==> src/jaha_pkg.sv <==
// Package for the journal append head allocator.
// Holds widths, operation and status codes, and default parameter values.
// No dependencies.
package jaha_pkg;

    localparam int OP_W      = 2;
    localparam int TYPE_W    = 8;
    localparam int LEN_W     = 16;
    localparam int ADDR_W    = 24;
    localparam int STATUS_W  = 2;
    localparam int SEQ_W     = 32;
    localparam int PSIZE_W   = 13;
    localparam int SECTOR_W  = 12;
    localparam int TOTAL_W   = LEN_W + 1;
    localparam int EXT_W     = 30;

    localparam int DEF_SECTOR_BYTES = 4096;
    localparam int DEF_DATA_SECTORS = 255;
    localparam int DEF_MAX_PAYLOAD  = 4096;

    localparam logic [TOTAL_W-1:0] HDR_BYTES  = TOTAL_W'(24);
    localparam logic [TOTAL_W-1:0] ALIGN_MASK = TOTAL_W'(3);
    localparam logic [ADDR_W-1:0]  BASE_RESET = ADDR_W'(4096);

    localparam logic [OP_W-1:0] OP_APPEND = 2'd0;
    localparam logic [OP_W-1:0] OP_MOUNT  = 2'd1;
    localparam logic [OP_W-1:0] OP_FORMAT = 2'd2;
    localparam logic [OP_W-1:0] OP_FAIL   = 2'd3;

    localparam logic [STATUS_W-1:0] ST_OK        = 2'd0;
    localparam logic [STATUS_W-1:0] ST_NOT_READY = 2'd1;
    localparam logic [STATUS_W-1:0] ST_TOO_LONG  = 2'd2;
    localparam logic [STATUS_W-1:0] ST_BAD_HINT  = 2'd3;

    typedef logic [EXT_W-1:0] ext_t;

endpackage

==> src/jaha_req_if.sv <==
// Request channel of the journal append head allocator.
// Depends on jaha_pkg for field widths.
interface jaha_req_if;
    logic                          valid;
    logic                          ready;
    logic [jaha_pkg::OP_W-1:0]     operation;
    logic [jaha_pkg::TYPE_W-1:0]   rec_type;
    logic [jaha_pkg::LEN_W-1:0]    payload_len;
    logic [jaha_pkg::ADDR_W-1:0]   hint_addr;

    modport source (output valid, output operation, output rec_type,
                    output payload_len, output hint_addr, input ready);
    modport sink   (input valid, input operation, input rec_type,
                    input payload_len, input hint_addr, output ready);
endinterface

==> src/jaha_rsp_if.sv <==
// Result channel of the journal append head allocator.
// Depends on jaha_pkg for field widths.
interface jaha_rsp_if;
    logic                           valid;
    logic                           ready;
    logic [jaha_pkg::STATUS_W-1:0]  status;
    logic                           erase_first;
    logic [jaha_pkg::ADDR_W-1:0]    record_addr;
    logic [jaha_pkg::SEQ_W-1:0]     record_seq;
    logic [jaha_pkg::TYPE_W-1:0]    record_type_out;
    logic [jaha_pkg::PSIZE_W-1:0]   padded_size;
    logic [jaha_pkg::ADDR_W-1:0]    next_head;
    logic                           store_ready;

    modport source (output valid, output status, output erase_first, output record_addr,
                    output record_seq, output record_type_out, output padded_size,
                    output next_head, output store_ready, input ready);
    modport sink   (input valid, input status, input erase_first, input record_addr,
                    input record_seq, input record_type_out, input padded_size,
                    input next_head, input store_ready, output ready);
endinterface

==> src/jaha_cfg_if.sv <==
// Configuration write channel carrying the window base address.
// Depends on jaha_pkg for the data width.
interface jaha_cfg_if;
    logic                         valid;
    logic                         ready;
    logic [jaha_pkg::ADDR_W-1:0]  data;

    modport source (output valid, output data, input ready);
    modport sink   (input valid, input data, output ready);
endinterface

==> src/journal_append_head_allocator.sv <==
// Journal append head allocator: top level.
// Depends on jaha_pkg, jaha_req_if, jaha_rsp_if and jaha_cfg_if.
//
// Usage:
//   req carries one operation per transaction: append, mount at hint,
//   format done or flash failure. rsp returns exactly one result per
//   request, in order: status, record placement, sequence, next head and
//   the store-ready flag. cfg writes the window base address; write it only
//   while no request is in flight. cfg is always ready.
// Registers: an accepted request is held in the input register, and its
//   result is loaded into the result register, which drives rsp.
// Throughput: one request per cycle while rsp does not stall; the head,
//   sector and sequence registers update in the same cycle the result
//   register loads, so the next request sees them at once.
// Reset: the store is not ready, head, sector and sequence are zero and
//   the window base is 4096. Appends are rejected until a format or mount.
// Stall: when rsp is not taken the result register holds, the input
//   register holds one more request, and req.ready drops only then.
module journal_append_head_allocator #(
    parameter int SECTOR_BYTES = jaha_pkg::DEF_SECTOR_BYTES,
    parameter int DATA_SECTORS = jaha_pkg::DEF_DATA_SECTORS,
    parameter int MAX_PAYLOAD  = jaha_pkg::DEF_MAX_PAYLOAD
) (
    input  logic        clk,
    input  logic        rst_n,
    jaha_req_if.sink    req,
    jaha_rsp_if.source  rsp,
    jaha_cfg_if.sink    cfg
);

    localparam int SECTOR_SHIFT = $clog2(SECTOR_BYTES);
    localparam jaha_pkg::ext_t WINDOW_BYTES =
        jaha_pkg::ext_t'(DATA_SECTORS) << SECTOR_SHIFT;
    localparam logic [jaha_pkg::SECTOR_W-1:0] LAST_SECTOR =
        jaha_pkg::SECTOR_W'(DATA_SECTORS);
    localparam logic [jaha_pkg::TOTAL_W-1:0] MAX_LEN =
        jaha_pkg::TOTAL_W'(MAX_PAYLOAD);

    logic [jaha_pkg::ADDR_W-1:0]   window_base_reg;

    logic                          in_valid_reg;
    logic [jaha_pkg::OP_W-1:0]     in_op_reg;
    logic [jaha_pkg::TYPE_W-1:0]   in_type_reg;
    logic [jaha_pkg::LEN_W-1:0]    in_len_reg;
    logic [jaha_pkg::ADDR_W-1:0]   in_hint_reg;

    logic                          ready_flag_reg;
    logic                          ready_flag_next;
    logic [jaha_pkg::ADDR_W-1:0]   head_addr_reg;
    logic [jaha_pkg::ADDR_W-1:0]   head_addr_next;
    logic [jaha_pkg::SECTOR_W-1:0] current_sector_reg;
    logic [jaha_pkg::SECTOR_W-1:0] current_sector_next;
    logic [jaha_pkg::SEQ_W-1:0]    last_seq_reg;
    logic [jaha_pkg::SEQ_W-1:0]    last_seq_next;

    logic                          rsp_valid_reg;
    logic [jaha_pkg::STATUS_W-1:0] status_reg;
    logic [jaha_pkg::STATUS_W-1:0] status_next;
    logic                          erase_reg;
    logic                          erase_next;
    logic [jaha_pkg::ADDR_W-1:0]   raddr_reg;
    logic [jaha_pkg::ADDR_W-1:0]   raddr_next;
    logic [jaha_pkg::SEQ_W-1:0]    rseq_reg;
    logic [jaha_pkg::SEQ_W-1:0]    rseq_next;
    logic [jaha_pkg::TYPE_W-1:0]   rtype_reg;
    logic [jaha_pkg::TYPE_W-1:0]   rtype_next;
    logic [jaha_pkg::PSIZE_W-1:0]  psize_reg;
    logic [jaha_pkg::PSIZE_W-1:0]  psize_next;

    logic                          advance;
    logic                          load_rsp;
    logic                          accept;

    logic [jaha_pkg::TOTAL_W-1:0]  total;
    jaha_pkg::ext_t                sec_end;
    jaha_pkg::ext_t                head_sum;
    jaha_pkg::ext_t                window_end;
    jaha_pkg::ext_t                hint_off;
    logic [jaha_pkg::SECTOR_W-1:0] sector_inc;
    logic [jaha_pkg::SECTOR_W-1:0] sector_wrap;
    logic [jaha_pkg::ADDR_W-1:0]   sector_start;
    logic [jaha_pkg::ADDR_W-1:0]   place_addr;

    assign advance   = !rsp_valid_reg || rsp.ready;
    assign load_rsp  = in_valid_reg && advance;
    assign req.ready = !in_valid_reg || advance;
    assign accept    = req.valid && req.ready;
    assign cfg.ready = 1'b1;

    always_comb
    begin
        total = ((jaha_pkg::TOTAL_W'(in_len_reg) + jaha_pkg::ALIGN_MASK)
                 & ~jaha_pkg::ALIGN_MASK) + jaha_pkg::HDR_BYTES;
        sec_end = jaha_pkg::ext_t'(window_base_reg)
                  + ((jaha_pkg::ext_t'(current_sector_reg) + jaha_pkg::ext_t'(1))
                     << SECTOR_SHIFT);
        head_sum = jaha_pkg::ext_t'(head_addr_reg) + jaha_pkg::ext_t'(total);
        sector_inc = current_sector_reg + jaha_pkg::SECTOR_W'(1);
        sector_wrap = (sector_inc >= LAST_SECTOR) ? '0 : sector_inc;
        sector_start = jaha_pkg::ADDR_W'(jaha_pkg::ext_t'(window_base_reg)
                       + (jaha_pkg::ext_t'(sector_wrap) << SECTOR_SHIFT));
        window_end = jaha_pkg::ext_t'(window_base_reg) + WINDOW_BYTES;
        hint_off = jaha_pkg::ext_t'(in_hint_reg - window_base_reg);
        place_addr = (head_sum > sec_end) ? sector_start : head_addr_reg;

        ready_flag_next     = ready_flag_reg;
        head_addr_next      = head_addr_reg;
        current_sector_next = current_sector_reg;
        last_seq_next       = last_seq_reg;
        status_next         = jaha_pkg::ST_OK;
        erase_next          = 1'b0;
        raddr_next          = '0;
        rseq_next           = '0;
        rtype_next          = '0;
        psize_next          = '0;

        case (in_op_reg)
            jaha_pkg::OP_APPEND:
            begin
                if (!ready_flag_reg)
                begin
                    status_next = jaha_pkg::ST_NOT_READY;
                end
                else if (jaha_pkg::TOTAL_W'(in_len_reg) > MAX_LEN)
                begin
                    status_next = jaha_pkg::ST_TOO_LONG;
                end
                else
                begin
                    if (head_sum > sec_end)
                    begin
                        current_sector_next = sector_wrap;
                        erase_next          = 1'b1;
                    end
                    last_seq_next  = last_seq_reg + jaha_pkg::SEQ_W'(1);
                    rseq_next      = last_seq_next;
                    raddr_next     = place_addr;
                    rtype_next     = in_type_reg;
                    psize_next     = total[jaha_pkg::PSIZE_W-1:0];
                    head_addr_next = place_addr + jaha_pkg::ADDR_W'(total);
                end
            end
            jaha_pkg::OP_MOUNT:
            begin
                if (in_hint_reg < window_base_reg
                    || jaha_pkg::ext_t'(in_hint_reg) >= window_end)
                begin
                    status_next = jaha_pkg::ST_BAD_HINT;
                end
                else
                begin
                    head_addr_next      = in_hint_reg;
                    current_sector_next =
                        jaha_pkg::SECTOR_W'(hint_off >> SECTOR_SHIFT);
                    last_seq_next       = '0;
                    ready_flag_next     = 1'b1;
                end
            end
            jaha_pkg::OP_FORMAT:
            begin
                head_addr_next      = window_base_reg;
                current_sector_next = '0;
                last_seq_next       = '0;
                ready_flag_next     = 1'b1;
            end
            default:
            begin
                ready_flag_next = 1'b0;
            end
        endcase
    end

    always_ff @(posedge clk or negedge rst_n)
    begin
        if (!rst_n)
        begin
            window_base_reg    <= jaha_pkg::BASE_RESET;
            in_valid_reg       <= 1'b0;
            rsp_valid_reg      <= 1'b0;
            ready_flag_reg     <= 1'b0;
            head_addr_reg      <= '0;
            current_sector_reg <= '0;
            last_seq_reg       <= '0;
        end
        else
        begin
            if (cfg.valid)
            begin
                window_base_reg <= cfg.data;
            end
            if (accept)
            begin
                in_valid_reg <= 1'b1;
            end
            else if (advance)
            begin
                in_valid_reg <= 1'b0;
            end
            if (load_rsp)
            begin
                rsp_valid_reg      <= 1'b1;
                ready_flag_reg     <= ready_flag_next;
                head_addr_reg      <= head_addr_next;
                current_sector_reg <= current_sector_next;
                last_seq_reg       <= last_seq_next;
            end
            else if (rsp.ready)
            begin
                rsp_valid_reg <= 1'b0;
            end
        end
    end

    always_ff @(posedge clk)
    begin
        if (accept)
        begin
            in_op_reg   <= req.operation;
            in_type_reg <= req.rec_type;
            in_len_reg  <= req.payload_len;
            in_hint_reg <= req.hint_addr;
        end
        if (load_rsp)
        begin
            status_reg <= status_next;
            erase_reg  <= erase_next;
            raddr_reg  <= raddr_next;
            rseq_reg   <= rseq_next;
            rtype_reg  <= rtype_next;
            psize_reg  <= psize_next;
        end
    end

    assign rsp.valid           = rsp_valid_reg;
    assign rsp.status          = status_reg;
    assign rsp.erase_first     = erase_reg;
    assign rsp.record_addr     = raddr_reg;
    assign rsp.record_seq      = rseq_reg;
    assign rsp.record_type_out = rtype_reg;
    assign rsp.padded_size     = psize_reg;
    assign rsp.next_head       = head_addr_reg;
    assign rsp.store_ready     = ready_flag_reg;

`ifndef SYNTHESIS
    a_reject_clean: assert property (@(posedge clk) disable iff (!rst_n)
        rsp.valid && rsp.status != jaha_pkg::ST_OK |-> !rsp.erase_first
            && rsp.record_seq == '0 && rsp.padded_size == '0)
        else $error("rejected result carries record fields");

    a_erase_ready: assert property (@(posedge clk) disable iff (!rst_n)
        rsp.valid && rsp.erase_first |-> rsp.store_ready
            && rsp.status == jaha_pkg::ST_OK)
        else $error("erase request without a ready store");

    a_hold_pending: assert property (@(posedge clk) disable iff (!rst_n)
        in_valid_reg && !advance |=> in_valid_reg && $stable(in_op_reg))
        else $error("pending request lost under stall");
`endif

endmodule

==> src/flat_wrapper.sv <==
// flat-port wrapper written by rule: the top's interface ports become plain ports
module journal_append_head_allocator_flat 
#(
    parameter int SECTOR_BYTES = jaha_pkg::DEF_SECTOR_BYTES,
    parameter int DATA_SECTORS = jaha_pkg::DEF_DATA_SECTORS,
    parameter int MAX_PAYLOAD  = jaha_pkg::DEF_MAX_PAYLOAD
)
  (clk, rst_n, req_valid, req_operation, req_rec_type, req_payload_len, req_hint_addr, req_ready, rsp_valid, rsp_status, rsp_erase_first, rsp_record_addr, rsp_record_seq, rsp_record_type_out, rsp_padded_size, rsp_next_head, rsp_store_ready, rsp_ready, cfg_valid, cfg_data, cfg_ready);
  jaha_req_if req_i ();
  jaha_rsp_if rsp_i ();
  jaha_cfg_if cfg_i ();
  input  logic clk;
  input  logic rst_n;
  input wire logic [$bits(req_i.valid)-1:0] req_valid;
  input wire logic [$bits(req_i.operation)-1:0] req_operation;
  input wire logic [$bits(req_i.rec_type)-1:0] req_rec_type;
  input wire logic [$bits(req_i.payload_len)-1:0] req_payload_len;
  input wire logic [$bits(req_i.hint_addr)-1:0] req_hint_addr;
  output wire logic [$bits(req_i.ready)-1:0] req_ready;
  output wire logic [$bits(rsp_i.valid)-1:0] rsp_valid;
  output wire logic [$bits(rsp_i.status)-1:0] rsp_status;
  output wire logic [$bits(rsp_i.erase_first)-1:0] rsp_erase_first;
  output wire logic [$bits(rsp_i.record_addr)-1:0] rsp_record_addr;
  output wire logic [$bits(rsp_i.record_seq)-1:0] rsp_record_seq;
  output wire logic [$bits(rsp_i.record_type_out)-1:0] rsp_record_type_out;
  output wire logic [$bits(rsp_i.padded_size)-1:0] rsp_padded_size;
  output wire logic [$bits(rsp_i.next_head)-1:0] rsp_next_head;
  output wire logic [$bits(rsp_i.store_ready)-1:0] rsp_store_ready;
  input wire logic [$bits(rsp_i.ready)-1:0] rsp_ready;
  input wire logic [$bits(cfg_i.valid)-1:0] cfg_valid;
  input wire logic [$bits(cfg_i.data)-1:0] cfg_data;
  output wire logic [$bits(cfg_i.ready)-1:0] cfg_ready;
  assign req_i.valid = req_valid;
  assign req_i.operation = req_operation;
  assign req_i.rec_type = req_rec_type;
  assign req_i.payload_len = req_payload_len;
  assign req_i.hint_addr = req_hint_addr;
  assign req_ready = req_i.ready;
  assign rsp_valid = rsp_i.valid;
  assign rsp_status = rsp_i.status;
  assign rsp_erase_first = rsp_i.erase_first;
  assign rsp_record_addr = rsp_i.record_addr;
  assign rsp_record_seq = rsp_i.record_seq;
  assign rsp_record_type_out = rsp_i.record_type_out;
  assign rsp_padded_size = rsp_i.padded_size;
  assign rsp_next_head = rsp_i.next_head;
  assign rsp_store_ready = rsp_i.store_ready;
  assign rsp_i.ready = rsp_ready;
  assign cfg_i.valid = cfg_valid;
  assign cfg_i.data = cfg_data;
  assign cfg_ready = cfg_i.ready;
  journal_append_head_allocator #(.SECTOR_BYTES(SECTOR_BYTES), .DATA_SECTORS(DATA_SECTORS), .MAX_PAYLOAD(MAX_PAYLOAD)) u_core (.clk(clk), .rst_n(rst_n), .req(req_i), .rsp(rsp_i), .cfg(cfg_i));
endmodule
==> config.mk <==
export PLATFORM = sky130hd
export DESIGN_NAME = journal_append_head_allocator_flat
export DESIGN_NICKNAME = d
export VERILOG_FILES = /design/src/jaha_pkg.sv /design/src/jaha_req_if.sv /design/src/jaha_rsp_if.sv /design/src/jaha_cfg_if.sv /design/src/journal_append_head_allocator.sv /design/src/flat_wrapper.sv
export SDC_FILE = /design/constraint.sdc
export NUM_CORES = 1
export LEC_CHECK = 0
export BUFFER_PORTS_ARGS = -buffer_cell sky130_fd_sc_hd__buf_2
export CORE_ASPECT_RATIO = 1.5
export CORE_MARGIN = 2
export CORE_UTILIZATION = 53
export CTS_CLUSTER_DIAMETER = 150
export CTS_CLUSTER_SIZE = 12
export DETAILED_ROUTE_END_ITERATION = 10
export PLACE_DENSITY = 0.77
export SETUP_SLACK_MARGIN = 0.02
export SYNTH_ARGS = -nofsm -noshare
export SYNTH_HDL_FRONTEND = slang
export SYNTH_SLANG_ARGS = --single-unit
==> constraint.sdc <==
create_clock -name clk -period 8.6 [get_ports clk]
set_clock_uncertainty 0.2 [all_clocks]
set_input_delay 2.58 -clock clk [delete_from_list [all_inputs] [get_ports clk]]
set_output_delay 2.58 -clock clk [all_outputs]
set_load 0.01 [all_outputs]
# Word-level counts from Yosys, hierarchy flattened
# Cells that the tools add are included.
# totals
ff_bits	225
in_bits	79
output_inout_bits	108
elab_cells	82
# op_classes
addsub	11
magnitude_cmp	5
eq_ne	6
muxes	26
bitwise_logic	2
n_reduce_logical	15
# ops
cell	count
24-bit two-way mux	4
32-bit two-way mux	3
32-bit one-hot mux with 3 select lines	1
24-bit one-hot mux with 3 select lines	1
12-bit two-way mux	5
12-bit one-hot mux with 3 select lines	1
32-bit by 1-bit adder with 32-bit output, second input constant	1
24-bit by 30-bit adder with 30-bit output	1
24-bit by 30-bit >= comparator with 1-bit output	1
30-bit > comparator	1
24-bit by 17-bit adder with 25-bit output	1
24-bit by 20-bit adder with 25-bit output, second input constant	1
24-bit by 17-bit adder with 24-bit output	1
24-bit adder	1
24-bit < comparator	1
24-bit subtractor	1
16-bit by 2-bit adder with 17-bit output, second input constant	1
17-bit by 5-bit adder with 17-bit output, second input constant	1
16-bit by 13-bit > comparator with 1-bit output, second input constant	1
12-bit by 1-bit adder with 13-bit output, second input constant	1
12-bit by 1-bit adder with 12-bit output, second input constant	1
12-bit by 8-bit >= comparator with 1-bit output, second input constant	1
1-bit two-way mux	6
2-bit two-way mux	3
other kinds (17)	25

# Depth between registers and ports, before layout
# Gate-level depths: netlist (run 1).
# depth
word_depth	9
mapped_depth	38
ltp_nobuf	36

# Worst setup path before layout (run 1)
# Ideal clock, no wire load.
# synth_path
path_kind	register -> register
from	reg u_core.in_len_reg[1] (netlist name)
to	reg u_core.head_addr_reg (netlist bit u_core.rsp.next_head[22])
setup_ns	0.126
t_arrival_ns	8.180
required_ns	8.274
path_slack_ns	0.094
stages_incl_launch_ff	36
synth_period_minus_slack_ns	8.506
cell_sequence	edfxtp_1 o21a_1 xnor2_1 ha_1 nand2_1 a21oi_1 inv_1 and3_1 xor2_1 ha_1 and2_1 and2_1 a311oi_1 o31ai_1 a21oi_1 nor2_1 xor2_1 ha_1 nand4_1 nor3_1 a221oi_1 o211ai_1 o211ai_1 clkbuf_1 clkbuf_1 o21ai_0 fa_1 a211oi_1 o21ai_0 a311oi_1 nor2_1 a211o_1 a211oi_1 a21oi_1 mux2_2 a221o_1
# synth_via
elab_chain_len	9
elab_cells_between_ends	12
# synth_rtl
item	line_no	rtl
from (decl)	journal_append_head_allocator.sv:44	logic [jaha_pkg::LEN_W-1:0] in_len_reg;
from (signal assigned)	journal_append_head_allocator.sv:220	in_len_reg <= req.payload_len;
16-bit by 2-bit adder with 17-bit output	journal_append_head_allocator.sv:92	total = ((jaha_pkg::TOTAL_W'(in_len_reg) + jaha_pkg::ALIGN_MASK)
17-bit by 5-bit adder with 17-bit output	journal_append_head_allocator.sv:93	& ~jaha_pkg::ALIGN_MASK) + jaha_pkg::HDR_BYTES;
named net u_core.total, one bit	journal_append_head_allocator.sv:74	logic [jaha_pkg::TOTAL_W-1:0] total;
24-bit by 17-bit adder with 25-bit output	journal_append_head_allocator.sv:97	head_sum = jaha_pkg::ext_t'(head_addr_reg) + jaha_pkg::ext_t'(total);
30-bit > comparator	journal_append_head_allocator.sv:104	place_addr = (head_sum > sec_end) ? sector_start : head_addr_reg;
24-bit two-way mux	journal_append_head_allocator.sv:104	
named net u_core.place_addr, one bit	journal_append_head_allocator.sv:82	logic [jaha_pkg::ADDR_W-1:0] place_addr;
24-bit by 17-bit adder with 24-bit output	journal_append_head_allocator.sv:140	head_addr_next = place_addr + jaha_pkg::ADDR_W'(total);
24-bit two-way mux	journal_append_head_allocator.sv:124	else if (jaha_pkg::TOTAL_W'(in_len_reg) > MAX_LEN)
24-bit two-way mux	journal_append_head_allocator.sv:120	if (!ready_flag_reg)
24-bit one-hot mux with 3 select lines	journal_append_head_allocator.sv:117	case (in_op_reg)
to (signal assigned)	journal_append_head_allocator.sv:203	head_addr_reg <= head_addr_next;
to (decl)	journal_append_head_allocator.sv:49	logic [jaha_pkg::ADDR_W-1:0] head_addr_reg;
# The timed path passes the listed nets, and every way through them passes these cells. The select of a mux whose other input is x is not followed.
# A chain may end at the register's enable or synchronous reset.

# Worst setup path after layout (run 1)
# Same ends and word-level chain as after synthesis.

==> summary.txt, run 1 <==
Status
  • Status: finished clean

Clock tree
  • Max clock buf depth: 3
  • Post-CTS Hold Buffers: 0
  • Root buf cell: clkbuf_16
  • Htree depth: 1
  • Total CTS buffers: 22
  • Later-pin clock latency in the skew report: 0.53 ns
  • Clock sink total: 223
  • Clk pin slew, worst setup/hold paths: about 0.060 ns
  • CTS tree: done

Finish
  • Share of cells above drive strength 1: 0.171
  • Layout area overhead: 14.8%
  • # diodes: 0
  • Utilization after layout: 0.614
  • Non-Filler Instances: a little over 2000
  • Nets@finish: 1880
  • Final instance area: 16600 um^2

Setup path
  • CP required: 8.81 ns
  • Startpoint type of the worst setup path: register
  • Data arrival time of the worst path: 8.37 ns
  • Buffers and inverters on the worst path: 4
  • Largest delay contributor family on the critical path: compound AO/OA/AOI/OAI gates
  • CP max-delay cell: fa_2
  • WS Path Type: reg -> reg
  • CP dominant cell by count: buf_4
  • Crit path capture type: register
  • Max FO, Critical Path: 7
  • Slowest stage delay, CP: 0.44 ns

Yosys
  • Post-synthesis xor/xnor area fraction: 0.0624
  • Post-synth EDFFs: 128
  • Unique cell type count in the Yosys netlist: 73
  • Sequential fraction of the synthesis area: 0.430
  • Mapped Area: 14500 um^2
  • Largest cells by area after synthesis: edfxtp_1 27%, dfrtp_1 16%, ha_1 11%
  • Mean Syn Cell Area: 9.69 um^2
  • Post-synthesis compound-gate area fraction: 0.186
  • Synth Area in Simple Gates: 0.163
  • Multiplexer share of the synthesized area: 0.0112
  • Synth top area share: 0.266
  • Flops & latches, synth: 223
  • Yosys top cell by area: edfxtp_1
  • Synth Area in Adders: 0.112
  • Mapped Cells: 1492
  • Synth Flop Type: edfxtp_1
  • Async S/R FF share, synth: 0.426
  • Largest family of logic cells by synthesized area: compound AO/OA/AOI/OAI gates
  • Yosys Warn Count: 0

Place
  • Dpl cells: between 1500 and 2000
  • Total placed instance area: ~16000 um^2
  • Place WS: -0.180 ns
  • PortBufs: between 150 and 200
  • GPL Wtd Cong: 0.951
  • Placed wire-length estimate: 30000 um

Route
  • Drt pass-1 iters: 9
  • DR WL/cell: just under 20 um
  • DRC Markers: 0
  • Via/cell ratio: between 6 and 7
  • Initial detailed-routing violation count: 825
  • Antenna viol nets, final: 0
  • Routed via count: 12300
  • Routed Wire Length: 39800 um

Floorplan
  • Core area: 27000 um^2
  • Die ar.: ~29000 um^2
  • Cell row count: 74
  • Die Wd: 139 um
  • Die Ht: 206 um
  • IO Pins: 187
  • Starting Density: 0.535

Pwr
  • Leak: 0.00705 uW
  • Max VDD drop: approximately 0.19 mV
  • Pwr Density: between 300 and 400 nW/um^2
  • Design Power: 5450 uW

Worst hold path
  • Hold WC Path Type: reg -> reg

Timing
  • Tcrit/Tclk final: 0.949
  • Max-slew violation count: 0
  • Worst-Margin Slew: about 1.2 ns
  • Final Worst Setup Slack: 0.441 ns
  • Final setup vio count: 0
  • Final Critical Period: 8.16 ns
  • Final Hold Fails: 0
  • Max_slew headroom: 0.212
  • Fmax: 0.123 GHz

Job
  • Max Cap Viol: 0

Global route
  • Largest net degree at the start of global routing: slightly below 100
  • Number of global-route vias before repair: between 10000 and 15000
  • Initial antenna violation count: 1
  • First-pass GRT wire length: 62900 um
  • Total overflow reported by the global router: 0
  • Total track usage: 0.276
-- cell usage after synthesis, drive strengths merged, types with 6 or more instances --
master and number:
dfrtp 94, o221ai 7, a21o 26, nor3 27, inv 65, nand2b 9, nand4 19, or4 7
o31ai 17, nand2 130, and2 54, a21oi 106, a222oi 6, o21ai 126, a31oi 9, nand3 50
edfxtp 128, clkbuf 40, a22o 16, nor2 104, or3 23, nor2b 12, xor2 33, a211oi 12
or2 7, mux2 9, buf 20, and3 11, o21bai 8, a221oi 8, xnor2 70, o21a 19
nor4 11, ha 123, a22oi 10, mux2i 6
-- power by group --
group	total [uW]	internal, uW	leakage [uW]	switching (uW)
sequential	1480	1280	0.00244	195
clock	882	479	0.000295	403
combinational	3090	1280	0.00431	1810
-- worst register-to-register path: cells and delay by family, from the launching register on --
family	cells	cell delay, ns
flops	1	0.43
compound gates	17	3.76
buf+inv	4	0.56
mux	1	0.27
simple gates	6	0.92
xor+xnor	3	0.45
fa+ha+maj	5	1.46
-- area by class of cell --
type                    instances  area, um^2
clock inverters                 2        23.8
inverters                      66         249
clock buffers                  36         603
fillers                      2276       10400
multi-input cells            1147        7920
repair buffers                214        1150
flip-flops and latches        223        6220
well taps                     342         428
-- cell families after synthesis --
| logic type | count (synthesis) |
|---|---|
| buffers and inverters | 126 |
| AO/OA/AOI/OAI | 421 |
| other | 2 |
| multiplexers | 15 |
| XOR/XNOR | 103 |
| adder cells (fa/ha/maj) | 127 |
| AND/OR/NAND/NOR | 475 |
| flip-flops | 223 |
-- path summary, 6_finish.rpt --
kind / start / to / slack (ns) / cells past startpoint
min reg2reg: u_core.in_valid_reg$_DFFE_PN0P_ / u_core.rsp.valid$_DFFE_PN0P_ / 0.30 / 1
max: u_core.in_len_reg[1]$_DFFE_PP_ / u_core.rsp.next_head[22]$_DFFE_PN0P_ / 0.44 / 36
min: u_core.in_valid_reg$_DFFE_PN0P_ / u_core.rsp.valid$_DFFE_PN0P_ / 0.30 / 1
max in group asynchronous: rst_n / u_core.in_valid_reg$_DFFE_PN0P_ / 5.08 / 2
min in group asynchronous: rst_n / u_core.last_seq_reg[18]$_DFFE_PN0P_ / 1.81 / 1
max reg2reg: u_core.in_len_reg[1]$_DFFE_PP_ / u_core.rsp.next_head[22]$_DFFE_PN0P_ / 0.44 / 36
-- what timing repair did --
item | 4_1_cts | 5_1_grt
buffers inserted | 0 | 10
pin swaps | 1 | 15
gates resized for setup | 4 | 27
endpoints found under the setup margin | 5 | 8
-- routing by layer --
metal | wire [um] | global-route usage | up-vias | part of all wire
met5 | 11 | 0 | - | 0.00028
met1 | 15200 | 0.317 | 5843 | 0.38
li1 | - | - | 5836 | -
met3 | 2170 | 0.0315 | 125 | 0.055
met4 | 2050 | 0.146 | 2 | 0.052
met2 | 20400 | 0.507 | 470 | 0.51
-- through the flow --
stage / hold WS, ns / TNS [ns]
after floorplan: 0.257 / 0
after detailed placement: 0.302 / -0.362
after global routing: 0.332 / -0.00794
after global placement: 0.279 / 0
final: 0.298 / 0
after CTS: 0.300 / 0
-- layout by cell type (no fill, tap or decap), types with 18 or more instances in the layout --
master and instances:
a21o_1 26, a21oi_1 102, and2_1 53, buf_2 182
buf_4 32, clkbuf_16 22, dfrtp_1 94, edfxtp_1 128
ha_1 121, inv_1 64, nand2_1 130, nand3_1 48
nand4_1 19, nor2_1 104, nor3_1 26, o21a_1 18
o21ai_0 119, or3_1 21, xnor2_1 69, xor2_1 32
Power figures use the tool's default switching activity.
==> inputs of run 2 (changes only) <==
==> constraint.sdc (replaced) <==
create_clock -name clk -period 7.07 [get_ports clk]
set_clock_uncertainty 0.2 [all_clocks]
set_input_delay 2.121 -clock clk [delete_from_list [all_inputs] [get_ports clk]]
set_output_delay 2.121 -clock clk [all_outputs]
set_load 0.01 [all_outputs]
==> run 2 against run 1 <==
  * The run now ends with setup timing left
  * Via count is 9.3% higher
  * Global-route usage is 2.7 points higher
  * Final area is 11% higher
  * Clock power is 22% higher
  * Fmax is 0.63% higher
  * Sequential power is 22% higher
  * Power is 52% higher
  * First-iteration DRC count is 25% higher
  * Non-clock buffer count is 176 higher
  * Sequential share of layout area is 3.7 points lower
  * Register-to-register slack worse by 1.5 ns
  * Worst setup slack worse by 1.5 ns
  * Critical endpoint unchanged
  * Highest routed layer is now met4
==> summary.txt, run 2 (synthesized netlist as in run 1, its figures left out) <==
Clock tree
  • CTS tree: done
  • Clk pin slew, worst setup/hold paths: 0.06 ns
  • Total CTS buffers: 22
  • Htree depth: 1
  • Max clock buf depth: 3
  • Later-pin clock latency in the skew report: roughly 0.55 ns
  • Root buf cell: clkbuf_16
  • Clock sink total: 223

Timing
  • Fmax: 0.123 GHz
  • Final Critical Period: 8.11 ns
  • Max-slew violation count: 0
  • Final Worst Setup Slack: -1.04 ns
  • Worst-Margin Slew: 1.22 ns
  • TNS Setup: -9.41 ns
  • RSZ-0062 raised after global routing: true
  • Max_slew headroom: 0.188
  • Final setup vio count: 17
  • Final Hold Fails: 0
  • Tcrit/Tclk final: 1.15

Global route
  • First-pass GRT wire length: 68800 um
  • Total track usage: 0.303
  • Number of global-route vias before repair: 13400
  • Largest net degree at the start of global routing: 62
  • Initial antenna violation count: 0
  • Total overflow reported by the global router: 0

Setup path
  • Reg2reg path depth: 38
  • WS Path Type: reg -> reg
  • Crit path capture type: register
  • Max FO, Critical Path: 11
  • Setup slack, reg-to-reg: -1.04 ns
  • CP required: approximately 7.3 ns
  • Startpoint type of the worst setup path: register
  • Worst reg2reg startpoint: u_core.in_len_reg[0]$_DFFE_PP_
  • Reg2reg end: u_core.rsp.next_head[22]$_DFFE_PN0P_
  • CP max-delay cell: edfxtp_1
  • Slowest stage delay, CP: 0.41 ns
  • Data arrival time of the worst path: 8.31 ns

Floorplan
  • Die Wd: 139 um
  • Cell row count: 74
  • IO Pins: 187
  • Die ar.: 28600 um^2
  • Starting Density: 0.535
  • Die Ht: 206 um
  • Core area: 27000 um^2

Worst hold path
  • Hold_sp: u_core.in_type_reg[7]$_DFFE_PP_
  • Hold WC Path Type: reg -> reg
  • Worst Hold End: u_core.rsp.record_type_out[7]$_SDFFCE_PP0P_
  • Hold depth: 1

Route
  • DR WL/cell: about 20 um
  • Routed via count: roughly 13000
  • Routed Wire Length: 44900 um
  • DRC Markers: 0
  • Drt pass-1 iters: 7
  • Via/cell ratio: slightly above 6
  • Antenna viol nets, final: 0
  • Initial detailed-routing violation count: 1033

Finish
  • Leading cell type in the layout, fill and taps excluded: buf_4
  • # diodes: 0
  • Share of cells above drive strength 1: 0.283
  • Final instance area: 18400 um^2
  • Layout area overhead: 27.4%
  • Most frequent cells in the layout: 192 x buf_4, 182 x buf_2, 128 x edfxtp_1, 121 x nand2_1, 112 x ha_1
  • Nets@finish: 2056

Pwr
  • Max VDD drop: roughly 0.31 mV
  • Pwr Density: about 450 nW/um^2
  • Leak: 0.00808 uW

Place
  • Placed wire-length estimate: 32400 um
  • GPL Wtd Cong: approximately 0.94
  • Total placed instance area: 16900 um^2
  • PortBufs: 183

Status
  • Status: finished, violations left
  • Violated checks: setup timing

Job
  • Max Cap Viol: 0
==> run 2: cell types whose count changed in the layout (fill, tap and decap cells not counted), moves of 9 or more <==
| cell | previous run | this run |
|---|---|---|
| xnor2_1 | 69 | 59 |
| buf_4 | 32 | 192 |
| ha_1 | 121 | 112 |
| o21ai_1 | 5 | 14 |
| o21ai_0 | 119 | 105 |
| buf_6 | 0 | 16 |
| nand2_1 | 130 | 121 |
| xnor2_2 | 1 | 10 |
==> run 2: worst max path at each step <==
stage / from / end / slack (ns)
3_3_place_gp: u_core.in_len_reg[0]$_DFFE_PP_ / u_core.rsp.next_head[22]$_DFFE_PN0P_ / -0.66
2_1_floorplan: u_core.in_len_reg[0]$_DFFE_PP_ / u_core.rsp.next_head[22]$_DFFE_PN0P_ / -0.36
3_5_place_dp: u_core.in_len_reg[0]$_DFFE_PP_ / u_core.rsp.next_head[22]$_DFFE_PN0P_ / -0.89
5_1_grt: u_core.in_len_reg[0]$_DFFE_PP_ / u_core.rsp.next_head[22]$_DFFE_PN0P_ / -1.31
6_report: u_core.in_len_reg[0]$_DFFE_PP_ / u_core.rsp.next_head[22]$_DFFE_PN0P_ / -1.04
4_1_cts: u_core.in_len_reg[1]$_DFFE_PP_ / u_core.rsp.next_head[22]$_DFFE_PN0P_ / -0.81
==> run 2: critical path: cells and delay by family, from the launching register on <==
kind	cells	cell delay [ns]
fa+ha+maj	4	1.04
mux	1	0.27
buf+inv	4	0.60
compound gates	16	3.69
flops	1	0.41
simple gates	10	1.23
xor+xnor	3	0.51
==> run 2: cell type report <==
cell class	count	area [um^2]
timing repair buffer	390	2530
clock inverter	2	22.5
sequential	223	6220
fill	2087	8620
inverter	66	249
tap	342	428
clock buffer	38	611
multi-input combinational	1147	8350
==> run 2: per-layer routing <==
layer / vias up / GRT usage / routed length [um]
met5: - / 0 / 0
met4: 0 / 0.169 / 2790
met3: 193 / 0.0447 / 3220
met2: 644 / 0.559 / 22700
met1: 6380 / 0.334 / 16200
li1: 6205 / - / -
==> run 2: power breakdown <==
| group | internal [uW] | switching [uW] | leakage [uW] | total [uW] |
|---|---|---|---|---|
| combinational | 2590 | 2810 | 0.00534 | 5400 |
| sequential | 1560 | 235 | 0.00244 | 1800 |
| clock | 587 | 496 | 0.000301 | 1080 |
==> run 2: metrics by stage <==
stage	cells	setup slack, ns	hold WS [ns]	utilization	power (uW)
final	2208	-1.04	0.306	0.681	8270
after global routing	2208	-1.31	0.328	0.681	8740
after CTS	2199	-0.814	0.315	0.667	7630
after detailed placement	2115	-0.886	0.299	0.624	6090
after global placement	2115	-0.659	0.276	0.624	5980
after floorplan	1496	-0.365	0.257	-	4510
==> run 2: repair_timing <==
action | 4_1_cts | 5_1_grt
pin swaps | 50 | 63
endpoints found under the setup margin | 16 | 20
resized for setup | 40 | 69
hold buffers | 0 | 0
buffers inserted | 44 | 14
